--- config.mk ---
export PLATFORM = sky130hd
export DESIGN_NAME = query_frame_link_controller_flat
export DESIGN_NICKNAME = d
export VERILOG_FILES = /design/src/hdl/qflc_pkg.sv /design/src/hdl/qflc_ifs.sv /design/src/hdl/qflc_frame_check.sv /design/src/hdl/query_frame_link_controller.sv /design/src/flat_wrapper.sv
export SDC_FILE = /design/constraint.sdc
export NUM_CORES = 1
export LEC_CHECK = 0
export BUFFER_PORTS_ARGS = -buffer_cell sky130_fd_sc_hd__buf_4
export CAP_MARGIN = 20
export CORE_MARGIN = 1.5
export CORE_UTILIZATION = 30
export CTS_CLUSTER_DIAMETER = 200
export CTS_CLUSTER_SIZE = 25
export DETAILED_ROUTE_END_ITERATION = 8
export MAX_ROUTING_LAYER = met4
export PLACE_DENSITY = 0.53
export SLEW_MARGIN = 20
export SYNTH_ARGS = -nofsm -noshare
export SYNTH_HDL_FRONTEND = slang
export SYNTH_HIERARCHICAL = 1
export SYNTH_SLANG_ARGS = --single-unit
--- constraint.sdc ---
create_clock -name clk -period 7.25 [get_ports clk]
set_input_delay 0.3625 -clock clk [delete_from_list [all_inputs] [get_ports clk]]
set_output_delay 0.3625 -clock clk [all_outputs]
set_load 0.02 [all_outputs]
--- src/hdl/qflc_pkg.sv ---
// Shared types, codes and request tables of the query frame link controller.
package qflc_pkg;

    localparam int HEADER_LEN = 7;
    localparam int COUNT_W    = 5;

    // Event codes carried in the action field.
    localparam logic [2:0] ACT_START  = 3'd0;
    localparam logic [2:0] ACT_CANCEL = 3'd1;
    localparam logic [2:0] ACT_TICK   = 3'd2;
    localparam logic [2:0] ACT_TX     = 3'd3;
    localparam logic [2:0] ACT_RX     = 3'd4;
    localparam logic [2:0] ACT_IOERR  = 3'd5;

    // Link phase codes.
    localparam logic [2:0] PH_IDLE    = 3'd0;
    localparam logic [2:0] PH_RUNNING = 3'd1;
    localparam logic [2:0] PH_SUCCESS = 3'd2;
    localparam logic [2:0] PH_TIMEOUT = 3'd3;
    localparam logic [2:0] PH_IOERR   = 3'd4;
    localparam logic [2:0] PH_CANCEL  = 3'd5;

    localparam logic QUERY_VERSION = 1'b0;
    localparam logic QUERY_DETECT  = 1'b1;

    localparam logic [31:0] TIMEOUT_RESET = 32'd1000;

    typedef struct packed {
        logic [2:0]  action;
        logic [31:0] now_ms;
        logic        query_kind;
        logic [7:0]  rx_byte;
    } in_item_t;

    typedef struct packed {
        logic        start_accepted;
        logic        tx_valid;
        logic [7:0]  tx_byte;
        logic [2:0]  phase;
        logic [23:0] reply_value;
        logic [31:0] frames_received;
        logic [31:0] frames_rejected;
        logic [31:0] start_count;
    } out_item_t;

    typedef logic [HEADER_LEN-1:0][7:0] header_t;

    typedef struct packed {
        logic        hit;
        logic [23:0] reply;
    } match_t;

    // Fixed four-byte request of each query.
    function automatic logic [7:0] request_byte(input logic sel, input logic [1:0] idx);
        logic [7:0] b;
        b = 8'h00;
        if (sel == QUERY_VERSION)
        begin
            case (idx)
                2'd0:    b = 8'hbc;
                2'd1:    b = 8'h04;
                2'd2:    b = 8'he1;
                default: b = 8'h02;
            endcase
        end
        else
        begin
            case (idx)
                2'd0:    b = 8'hbc;
                2'd1:    b = 8'h03;
                2'd2:    b = 8'h87;
                default: b = 8'h00;
            endcase
        end
        return b;
    endfunction

endpackage

--- src/hdl/qflc_ifs.sv ---
// Valid/ready channel interfaces of the query frame link controller.
interface qflc_item_if;
    import qflc_pkg::*;
    logic     valid;
    logic     ready;
    in_item_t payload;
    modport source (output valid, output payload, input ready);
    modport sink (input valid, input payload, output ready);
endinterface

interface qflc_result_if;
    import qflc_pkg::*;
    logic      valid;
    logic      ready;
    out_item_t payload;
    modport source (output valid, output payload, input ready);
    modport sink (input valid, input payload, output ready);
endinterface

interface qflc_cfg_if;
    logic        valid;
    logic        ready;
    logic [31:0] data;
    modport source (output valid, output data, input ready);
    modport sink (input valid, input data, output ready);
endinterface

--- src/hdl/qflc_frame_check.sv ---
// Header match of a completed reply frame against the running query.
module qflc_frame_check (
    input  logic             query_sel,
    input  qflc_pkg::header_t header,
    output qflc_pkg::match_t  result
);
    import qflc_pkg::*;

    logic version_hit;
    logic detect_hit;

    always_comb
    begin
        version_hit = (header[0] == 8'hcb) && (header[1] == 8'h07) &&
                      (header[2] == 8'he1) && (header[3] == 8'h03);
        detect_hit  = (header[0] == 8'hcb) && (header[1] == 8'h04) &&
                      (header[2] == 8'h87) && (header[3] <= 8'd3) &&
                      (header[4] == 8'h00) && (header[5] == 8'h00) &&
                      (header[6] == 8'h00);
        if (query_sel == QUERY_VERSION)
        begin
            result.hit   = version_hit;
            result.reply = {header[6], header[5], header[4]};
        end
        else
        begin
            result.hit   = detect_hit;
            result.reply = {16'h0000, header[3]};
        end
    end

endmodule

--- src/hdl/query_frame_link_controller.sv ---
// Top level of the query frame link controller.
//
// Events arrive as beats on the item channel; each beat gives exactly one beat
// on the result channel, carrying the link status after that event. The
// timeout register is written through the cfg channel, which is always ready;
// write it only while no result is outstanding.
//
// The event is decoded and the state updated at the edge that accepts it, and
// the result is held in an output register. Throughput is one event per
// cycle. The item channel stays ready while the output register is empty or
// is being drained in the same cycle, so a stalled receiver holds back at
// most one result before input stalls too.
//
// Reset clears the phase to idle, all counters, the header and the reply,
// and loads the timeout with 1000 ms. FRAME_LEN sets the length of request
// and reply frames in bytes.
module query_frame_link_controller #(
    parameter int FRAME_LEN = 16
) (
    input  logic clk,
    input  logic rst_n,
    qflc_item_if.sink     item,
    qflc_result_if.source result,
    qflc_cfg_if.sink      cfg
);
    import qflc_pkg::*;

    localparam logic [COUNT_W-1:0] FRAME_END = COUNT_W'(FRAME_LEN);

    logic [31:0]        timeout_reg;
    logic [2:0]         phase_reg, phase_next;
    logic               query_sel_reg, query_sel_next;
    logic [31:0]        start_time_reg, start_time_next;
    logic [31:0]        starts_reg, starts_next;
    logic [COUNT_W-1:0] sent_reg, sent_next;
    logic [COUNT_W-1:0] pos_reg, pos_next;
    header_t            header_reg, header_next;
    logic               pad_reg, pad_next;
    logic [23:0]        reply_reg, reply_next;
    logic [31:0]        received_reg, received_next;
    logic [31:0]        rejected_reg, rejected_next;

    logic               out_valid_reg;
    out_item_t          out_reg, out_next;

    logic               accept;
    logic               running;
    header_t            header_wr;
    logic               pad_wr;
    logic [COUNT_W-1:0] pos_inc;
    logic [31:0]        elapsed;
    match_t             match;

    assign accept       = item.valid && item.ready;
    assign item.ready   = !out_valid_reg || result.ready;
    assign cfg.ready    = 1'b1;
    assign result.valid = out_valid_reg;
    assign result.payload = out_reg;

    assign running = (phase_reg == PH_RUNNING);
    assign pos_inc = pos_reg + COUNT_W'(1);
    assign elapsed = item.payload.now_ms - start_time_reg;

    // Header as it stands once the received byte is stored.
    always_comb
    begin
        header_wr = header_reg;
        for (int i = 0; i < HEADER_LEN; i++)
        begin
            if (pos_reg == COUNT_W'(i))
            begin
                header_wr[i] = item.payload.rx_byte;
            end
        end
        pad_wr = pad_reg ||
                 ((pos_reg >= COUNT_W'(HEADER_LEN)) && (item.payload.rx_byte != 8'h00));
    end

    qflc_frame_check u_check (
        .query_sel (query_sel_reg),
        .header    (header_wr),
        .result    (match)
    );

    always_comb
    begin
        phase_next      = phase_reg;
        query_sel_next  = query_sel_reg;
        start_time_next = start_time_reg;
        starts_next     = starts_reg;
        sent_next       = sent_reg;
        pos_next        = pos_reg;
        header_next     = header_reg;
        pad_next        = pad_reg;
        reply_next      = reply_reg;
        received_next   = received_reg;
        rejected_next   = rejected_reg;
        out_next.start_accepted = 1'b0;
        out_next.tx_valid       = 1'b0;
        out_next.tx_byte        = 8'h00;

        case (item.payload.action)
            ACT_START:
            begin
                if (!running)
                begin
                    query_sel_next  = item.payload.query_kind;
                    phase_next      = PH_RUNNING;
                    start_time_next = item.payload.now_ms;
                    starts_next     = starts_reg + 32'd1;
                    sent_next       = '0;
                    pos_next        = '0;
                    pad_next        = 1'b0;
                    reply_next      = '0;
                    header_next     = '0;
                    received_next   = '0;
                    rejected_next   = '0;
                    out_next.start_accepted = 1'b1;
                end
            end
            ACT_CANCEL:
            begin
                if (running)
                begin
                    phase_next = PH_CANCEL;
                end
            end
            ACT_TICK:
            begin
                if (running && (elapsed >= timeout_reg))
                begin
                    phase_next = PH_TIMEOUT;
                end
            end
            ACT_TX:
            begin
                if (running && (sent_reg < FRAME_END))
                begin
                    out_next.tx_valid = 1'b1;
                    if (sent_reg < COUNT_W'(4))
                    begin
                        out_next.tx_byte = request_byte(query_sel_reg, sent_reg[1:0]);
                    end
                    sent_next = sent_reg + COUNT_W'(1);
                end
            end
            ACT_RX:
            begin
                if (running)
                begin
                    header_next = header_wr;
                    pad_next    = pad_wr;
                    pos_next    = pos_inc;
                    if (pos_inc == FRAME_END)
                    begin
                        received_next = received_reg + 32'd1;
                        if ((sent_reg == FRAME_END) && !pad_wr && match.hit)
                        begin
                            reply_next = match.reply;
                            phase_next = PH_SUCCESS;
                        end
                        else
                        begin
                            // A bad frame is dropped and reassembly starts over.
                            rejected_next = rejected_reg + 32'd1;
                            pos_next      = '0;
                            pad_next      = 1'b0;
                        end
                    end
                end
            end
            ACT_IOERR:
            begin
                if (running)
                begin
                    phase_next = PH_IOERR;
                end
            end
            default:
            begin
            end
        endcase

        out_next.phase           = phase_next;
        out_next.reply_value     = reply_next;
        out_next.frames_received = received_next;
        out_next.frames_rejected = rejected_next;
        out_next.start_count     = starts_next;
    end

    always_ff @(posedge clk or negedge rst_n)
    begin
        if (!rst_n)
        begin
            timeout_reg    <= TIMEOUT_RESET;
            phase_reg      <= PH_IDLE;
            query_sel_reg  <= QUERY_VERSION;
            start_time_reg <= '0;
            starts_reg     <= '0;
            sent_reg       <= '0;
            pos_reg        <= '0;
            header_reg     <= '0;
            pad_reg        <= 1'b0;
            reply_reg      <= '0;
            received_reg   <= '0;
            rejected_reg   <= '0;
            out_valid_reg  <= 1'b0;
        end
        else
        begin
            if (cfg.valid && cfg.ready)
            begin
                timeout_reg <= cfg.data;
            end
            if (accept)
            begin
                phase_reg      <= phase_next;
                query_sel_reg  <= query_sel_next;
                start_time_reg <= start_time_next;
                starts_reg     <= starts_next;
                sent_reg       <= sent_next;
                pos_reg        <= pos_next;
                header_reg     <= header_next;
                pad_reg        <= pad_next;
                reply_reg      <= reply_next;
                received_reg   <= received_next;
                rejected_reg   <= rejected_next;
                out_valid_reg  <= 1'b1;
            end
            else if (result.ready)
            begin
                out_valid_reg <= 1'b0;
            end
        end
    end

    always_ff @(posedge clk)
    begin
        if (accept)
        begin
            out_reg <= out_next;
        end
    end

endmodule
--- src/flat_wrapper.sv ---
// flat-port wrapper written by rule: the top's interface ports become plain ports
module query_frame_link_controller_flat import qflc_pkg::*;
#(
    parameter int FRAME_LEN = 16
)
  (clk, rst_n, item_valid, item_payload, item_ready, result_valid, result_payload, result_ready, cfg_valid, cfg_data, cfg_ready);
  qflc_item_if item_i ();
  qflc_result_if result_i ();
  qflc_cfg_if cfg_i ();
  input  logic clk;
  input  logic rst_n;
  input wire logic [$bits(item_i.valid)-1:0] item_valid;
  input wire logic [$bits(item_i.payload)-1:0] item_payload;
  output wire logic [$bits(item_i.ready)-1:0] item_ready;
  output wire logic [$bits(result_i.valid)-1:0] result_valid;
  output wire logic [$bits(result_i.payload)-1:0] result_payload;
  input wire logic [$bits(result_i.ready)-1:0] result_ready;
  input wire logic [$bits(cfg_i.valid)-1:0] cfg_valid;
  input wire logic [$bits(cfg_i.data)-1:0] cfg_data;
  output wire logic [$bits(cfg_i.ready)-1:0] cfg_ready;
  assign item_i.valid = item_valid;
  assign item_i.payload = item_payload;
  assign item_ready = item_i.ready;
  assign result_valid = result_i.valid;
  assign result_payload = result_i.payload;
  assign result_i.ready = result_ready;
  assign cfg_i.valid = cfg_valid;
  assign cfg_i.data = cfg_data;
  assign cfg_ready = cfg_i.ready;
  query_frame_link_controller #(.FRAME_LEN(FRAME_LEN)) u_core (.clk(clk), .rst_n(rst_n), .item(item_i), .result(result_i), .cfg(cfg_i));
endmodule
==> metrics.yaml, run 1 <==
cells_and_area:
  largest_reg_flops: 132
  final_nets: 2446
  final_layout_size_suffix_gt1_share_pct: 16.04
  syn_to_final_growth_pct: 16.71
  utilization_pct: 35.44
  final-instance-count-excl-fill: 3235
  design_area_mm2: 0.02439
floorplan:
  chipHeight_um: 266.9
  die_x_um: 266.9
  initial_core_util_pct: 30.37
  std_cell_rows: 96
  core_mm2: 0.06883
  io_pins: 217
  dieArea_mm2: 0.07126
synthesis:
  synth_edf_count: 132
  synth_cells: 2125
  seq_area_frac_synth_pct: 49.65
  yosysMostFrequentCell: "nand2_1"
  synth_cell_types: 81
  yosys_warnings: 6
  yosys.area.top_type_share_pct: 29.93
  ys_top_cells_by_count: "nand2_1 (345), dfrtp_1 (250), o21ai_0 (220)"
  async_flop_share_pct: 65.98
  synthesis.area_mm2: 0.02090
  synth_seq_cells: 388
  synth_fp_nets: 2281
  synth_area_per_cell_um2: 9.835
  synth_area_leaders: "dfrtp_1 (30%), edfxtp_1 (19%), nand2_1 (6.2%)"
  synth_area_leader_cell: "dfrtp_1"
  synthFlopType: "dfrtp_1"
clocking:
  clock_latency_ps: 560
  cts.sinks: 388
  cts_max_path_buffers: 3
  cts.clk_slew.worst_paths_ps: 110
  cts.repair.resized: 0
  h-tree-depth: 1
  cts_tree: "built"
  root_buffer: "clkbuf_16"
  cts_buffers: 19
sta:
  final.setup.tns_ps: 0
  setup_violations: 0
  slew_headroom_pct: 26.50
  period_share_pct: 73.90
  setup_slack_ps: 1893
  final-hold-violation-count: 0
  min_period_ps: 5357
  worst-slew-pin-transition_ps: 1092
  finalMaxSlewViolations: 0
  fin_hold_ws_ps: 44.77
  timing.fmax_mhz: 186.7
  rsz0062_at_grt: "false"
  finClkSkew_ps: 23.52
global_route:
  grt_max_degree: 123
  antenna_found_initial: 3
  grt_usage_pct: 16.16
  grt_first_pass_wirelength_mm: 89.76
  gr-total-overflow: 0
  grt_pass1_vias: 15790
placement:
  dp_slack_ps: 1945
  placed_area_mm2: 0.02334
  port_buffers: 215
  finalWeightedCongestion: 0.8509
  hpwlAfterDp_mm: 38.81
  place_inst: 3153
power_and_ir_drop:
  p_leak_nw: 10.19
  power_density_mw_per_mm2: 233.1
  ir_drop_uv: 126.9
  p_total_mw: 5.685
routing:
  drc: 0
  wl_mm: 56.29
  dr.pass1.iters: 5
  postRouteAntennaNets: 0
  num_vias: 16420
  avgViaCountPerCell: 5.075
  first_iter_violations: 1439
  wire_per_inst_um: 17.40
critical_path:
  cp_slowest_cell: "nand2b_1"
  critPathKind: "reg2reg"
  startpoint_type: "register"
  cp_cell_sequence: "nor3_1 -> and2_1 -> mux2_2 -> nor4b_1 -> nand4_1 -> nor4b_2 -> and4b_1 -> o211a_2 -> nand2_1 -> a21o_1 -> nand2b_1 -> a32o_1"
  end_kind: "register"
  critPathArrivalTime_ps: 5790
  worstPathRequired_ps: 7680
  path_max_fanout: 25
  reg2reg_depth: 12
  critical_path.max_stage_delay_ps: 760
job:
  drv_cap: 0
hold_path:
  worstHoldPathCells: 3
  min_path_type: "in2reg"
status:
  outcome: "complete, no violations"
area by class of cell:
| cell class | instances | area [um2] |
|---|---|---|
| multi-input cells | 1522 | 9743 |
| diodes | 3 | 7.507 |
| repair buffers | 279 | 2257 |
| flip-flops and latches | 388 | 10380 |
| fillers | 6846 | 44430 |
| clock buffers | 31 | 520.5 |
| well taps | 931 | 1165 |
| clock inverters | 1 | 16.27 |
| inverters | 80 | 305.3 |
final timing paths:
check | startpoint | endpoint | slack [ps]
min in group asynchronous | rst_n | u_core/starts_reg[24] | 480
max in group asynchronous | rst_n | u_core/timeout_reg[17] | 5390
hold / removal | item_payload[12] | u_core/start_time_reg[3] | 40
setup reg to reg | u_core/pos_reg[2] | u_core/reply_reg[0] | 1890
setup / recovery | u_core/pos_reg[2] | u_core/reply_reg[0] | 1890
hold reg to reg | u_core/starts_reg[18] | u_core/starts_reg[18] | 480
logic make-up after synthesis:
group | Yosys count | synth area share, %
AOI/OAI and AO/OA | 543 | 16.37
xor gates and xnor gates | 91 | 3.813
adders and majority gates | 75 | 4.526
buffers and inverters | 215 | 3.999
DFF | 388 | 49.65
muxes | 102 | 5.376
other | 1 | 0.01794
and+or+nand+nor | 710 | 16.25
routing by layer:
| metal | track usage [%] | vias to the layer above | routed length (um) |
|---|---|---|---|
| met2 | 26.18 | 353 | 27020 |
| met5 | - | - | 0 |
| met3 | 2.159 | 61 | 2511 |
| met1 | 21.40 | 8038 | 25620 |
| met4 | 3.870 | 0 | 1139 |
| li1 | - | 7967 | - |
cells in the final DEF, fill, tap and decap left out, types with 48 or more instances in the layout:
cell type | synthesis | final
nand2_1 | 345 | 343
dfrtp_1 | 250 | 250
buf_4 | 2 | 231
o21ai_0 | 220 | 220
edfxtp_1 | 132 | 132
nor2_1 | 97 | 95
mux2_2 | 81 | 81
inv_1 | 79 | 78
ha_1 | 74 | 74
a21oi_1 | 69 | 69
nand3_1 | 68 | 68
xnor2_1 | 51 | 51
o31ai_1 | 48 | 48
critical path: cells and delay by family, from the launching register on:
| kind | cells | cell delay (ps) |
|---|---|---|
| and+or+nand+nor | 8 | 2940 |
| AOI/OAI and AO/OA | 3 | 1380 |
| DFF | 1 | 500 |
| muxes | 1 | 410 |
what timing repair did:
action                                 CTS  global route
hold buffers                            44             0
endpoints found under the hold margin  153             0
setup buffers                            0             0
power by group:
part	switching [mW]	leakage, nW	internal (mW)	total [mW]
combinational	1.04	5.22	0.746	1.79
clock	0.727	0.255	0.504	1.23
sequential	0.166	4.71	2.50	2.67
No activity file was read; power rests on OpenSTA's default activity.
==> run 2: changes to the inputs <==
--- a/config.mk
+++ b/config.mk
@@ -5,6 +5,7 @@
 export SDC_FILE = /design/constraint.sdc
 export NUM_CORES = 1
 export LEC_CHECK = 0
+export ABC_AREA = 1
 export BUFFER_PORTS_ARGS = -buffer_cell sky130_fd_sc_hd__buf_4
 export CAP_MARGIN = 20
 export CORE_MARGIN = 1.5
==> constraint.sdc (replaced) <==
create_clock -name clk -period 5.4 [get_ports clk]
set_input_delay 0.27 -clock clk [delete_from_list [all_inputs] [get_ports clk]]
set_output_delay 0.27 -clock clk [all_outputs]
set_load 0.02 [all_outputs]
==> run 2 against run 1 <==
  * Critical path depth rose by 10
  * Global-route usage rose by 0.67 points
  * Combinational power rose by 43%
  * Cell count rose by 20%
  * Non-clock buffer count rose by 16
  * Die area rose by 2.9%
  * Synthesized cell count rose by 26%
  * Register-to-register slack got worse by 900 ps
  * Total power rose by 39%
  * Critical endpoint is now u_core/reply_reg[6]
  * Largest cell class unchanged
  * Largest power group unchanged
==> metrics.yaml, run 2 <==
placement:
  hpwlAfterDp_mm: 42.73  # +10%
  port_buffers: 215  # unchanged
  finalWeightedCongestion: 0.8613  # +1.2%
global_route:
  grt_pass1_vias: 16720  # +5.9%
  antenna_found_initial: 1  # -2
  grt_usage_pct: 16.83  # +0.67 points
  grt_first_pass_wirelength_mm: 95.98  # +6.9%
  grt_max_degree: 159  # +29%
  gr-total-overflow: 0  # unchanged
sta:
  finalMaxSlewViolations: 0  # unchanged
  rsz0062_at_grt: "false"
  min_period_ps: 4411  # -946.0 ps
  final-hold-violation-count: 0  # unchanged
  period_share_pct: 81.69  # +7.8 points
  finClkSkew_ps: 24.83  # +1.315 ps
  worst-slew-pin-transition_ps: 1079  # -13.47 ps
  setup_violations: 0  # unchanged
  timing.fmax_mhz: 226.7  # +21%
  final.setup.tns_ps: 0  # unchanged
  slew_headroom_pct: 28.07  # +1.6 points
  fin_hold_ws_ps: 42.99  # -1.780 ps
synthesis:
  synth_seq_cells: 388  # unchanged
  synth_xor_area_share_pct: 2.396  # -1.4 points
  synthesis.area_mm2: 0.02151  # +2.9%
  synth_top_family_by_area: "simple AND/OR/NAND/NOR gates"
  yosys.area.top_type_share_pct: 29.08  # -0.85 points
  synth_adder_area_share_pct: 4.397  # -0.13 points
  ys_top_cells_by_count: "nand2_1 (805), inv_1 (338), o21ai_0 (256)"
  synth_area_leader_cell: "dfrtp_1"
  synthFlopType: "dfrtp_1"
  muxShareOfSynthArea_pct: 0.09887  # -5.3 points
  async_flop_share_pct: 65.98  # unchanged
  synth_cells: 2674  # +26%
  synth_area_leaders: "dfrtp_1 (29%), edfxtp_1 (18%), nand2_1 (14%)"
  yosysMostFrequentCell: "nand2_1"
  synth_edf_count: 132  # unchanged
  seq_area_frac_synth_pct: 48.23  # -1.4 points
  synth_simple_gate_area_share_pct: 23.93  # +7.7 points
  synth_compound_area_share_pct: 13.04  # -3.3 points
  synth_area_per_cell_um2: 8.046  # -18%
  synth_cell_types: 61  # -25%
  yosys_warnings: 6  # unchanged
  synth_fp_nets: 2830  # +24%
critical_path:
  cp_cell_sequence: "inv_1 -> ha_1 -> inv_1 -> nor2_1 -> nand2_1 -> nand2_1 -> o21a_1 -> inv_1 -> nor2_1 -> nand2_1 -> nor2_1 -> nand3_1 -> nor2_1 -> nor2_1 -> nor2_2 -> nand3_1 -> nor3_1 -> nand3_2 -> nor2_4 -> a22o_1 -> nand2_1 -> nand2_1"
  path_max_fanout: 25  # unchanged
  critPathArrivalTime_ps: 4910  # -880 ps
  startpoint_type: "register"
  cp_slowest_cell: "nor2_4"
  critical_path.max_stage_delay_ps: 810  # +50 ps
  critPathKind: "reg2reg"
  end_kind: "register"
  worstPathRequired_ps: 5900  # -1780 ps
floorplan:
  initial_core_util_pct: 30.20  # -0.17 points
  dieArea_mm2: 0.07333  # +2.9%
  chipHeight_um: 270.8  # +1.4%
  std_cell_rows: 98  # +2.1%
  io_pins: 217  # unchanged
  die_x_um: 270.8  # +1.4%
  core_mm2: 0.07124  # +3.5%
routing:
  wl_mm: 60.75  # +7.9%
  avgViaCountPerCell: 4.613  # -9.1%
  num_vias: 17840  # +8.6%
  drc: 0  # unchanged
  wire_per_inst_um: 15.71  # -9.7%
  dr.pass1.iters: 7  # +2
  first_iter_violations: 1253  # -13%
  postRouteAntennaNets: 0  # unchanged
cells_and_area:
  final_common_cell: "nand2_1"
  largest_reg_flops: 132  # unchanged
  final_layout_size_suffix_gt1_share_pct: 10.77  # -5.3 points
  final_nets: 3059  # +25%
  syn_to_final_growth_pct: 17.62
  final_cell_mix: "nand2_1 (803), inv_1 (338), o21ai_0 (256)"
clocking:
  h-tree-depth: 1  # unchanged
  root_buffer: "clkbuf_16"
  cts.clk_slew.worst_paths_ps: 110  # about the same
  cts.sinks: 388  # unchanged
  cts_max_path_buffers: 3  # unchanged
  cts.repair.resized: 0  # unchanged
  clock_latency_ps: 570  # about the same
  cts_tree: "built"
  cts_buffers: 19  # unchanged
power_and_ir_drop:
  p_leak_nw: 11.66  # +14%
  ir_drop_uv: 185.1  # +46%
  p_total_mw: 7.890  # +39%
  power_density_mw_per_mm2: 311.8  # +34%
status:
  outcome: "complete, no violations"
job:
  drv_cap: 0  # unchanged
hold_path:
  min_path_type: "in2reg"
## run 2: changes by cell type after synthesis, sizes merged, moves of 47 or more
cell    previous run  this run
nor2              97       203
mux2              82         1
nand2            345       818
inv               80       347
clkbuf           113        44
o21a               8        57
o31ai             48         1
## run 2: routing by layer
| layer | vias to the layer above | global-route usage, % | routed length [um] |
|---|---|---|---|
| met2 | 342 | 26.98 | 28390 |
| li1 | 9151 | - | - |
| met4 | 0 | 2.764 | 968 |
| met3 | 46 | 2.201 | 2528 |
| met1 | 8299 | 23.01 | 28870 |
| met5 | - | - | 0 |
## run 2: through the flow
stage | worst slack [ps] | std cells | util [%] | instance area, um2
3_3_place_gp | 944.2 | 3766 | 33.82 | 24090
4_1_cts | 918.5 | 3866 | 35.52 | 25300
6_report | 988.6 | 3867 | 35.52 | 25310
5_1_grt | 537.4 | 3867 | 35.52 | 25310
2_1_floorplan | 2092 | 2674 | - | 21510
3_5_place_dp | 963.7 | 3766 | 33.82 | 24090
## run 2: worst paths after layout
kind	start	endpoint	depth (start not counted)	slack, ps
min	result_ready	u_core/result.valid	4	40
min in group asynchronous	rst_n	u_core/reply_reg[11]	2	350
max in group asynchronous	rst_n	u_core/starts_reg[12]	3	3690
max	u_core/pos_reg[0]	u_core/reply_reg[6]	22	990
min reg2reg	u_core/reply_reg[22]	u_core/reply_reg[22]	2	490
max reg2reg	u_core/pos_reg[0]	u_core/reply_reg[6]	22	990
## run 2: layout make-up
cell class,instances,area (um2)
multi-input combinational,1852,9473
timing repair buffer,295,2400
sequential,388,10380
antenna,1,2.502
clock inverter,2,25.02
clock buffer,32,524.3
inverter,347,1315
tap,950,1189
fill,7471,45940
## run 2: critical path: cells and delay by family (launching register included)
kind	cells	cell delay [ps]
flip-flops	1	450
AND/OR/NAND/NOR	16	3020
adder cells (fa/ha/maj)	1	160
AO/OA/AOI/OAI	2	430
buffers and inverters	3	230
## run 2: power by group
group | leakage [nW] | total [mW] | switching [mW] | internal (mW)
logic | 6.71 | 2.56 | 1.63 | 0.926
registers | 4.69 | 3.62 | 0.209 | 3.41
clock network | 0.261 | 1.71 | 1.03 | 0.682
total | 11.7 | 7.89 | 2.87 | 5.02
## run 2: logic make-up after synthesis
| logic type | Yosys count |
|---|---|
| muxes | 2 |
| and+or+nand+nor | 1226 |
| xor gates and xnor gates | 58 |
| AOI/OAI and AO/OA | 490 |
| other | 1 |
| adders and majority gates | 75 |
| DFF | 388 |
| buffers and inverters | 434 |
## run 2: timing repair
item | in CTS | in global routing
hold buffers | 66 | 0
setup buffers | 0 | 0
hold endpoints to repair | 160 | 0
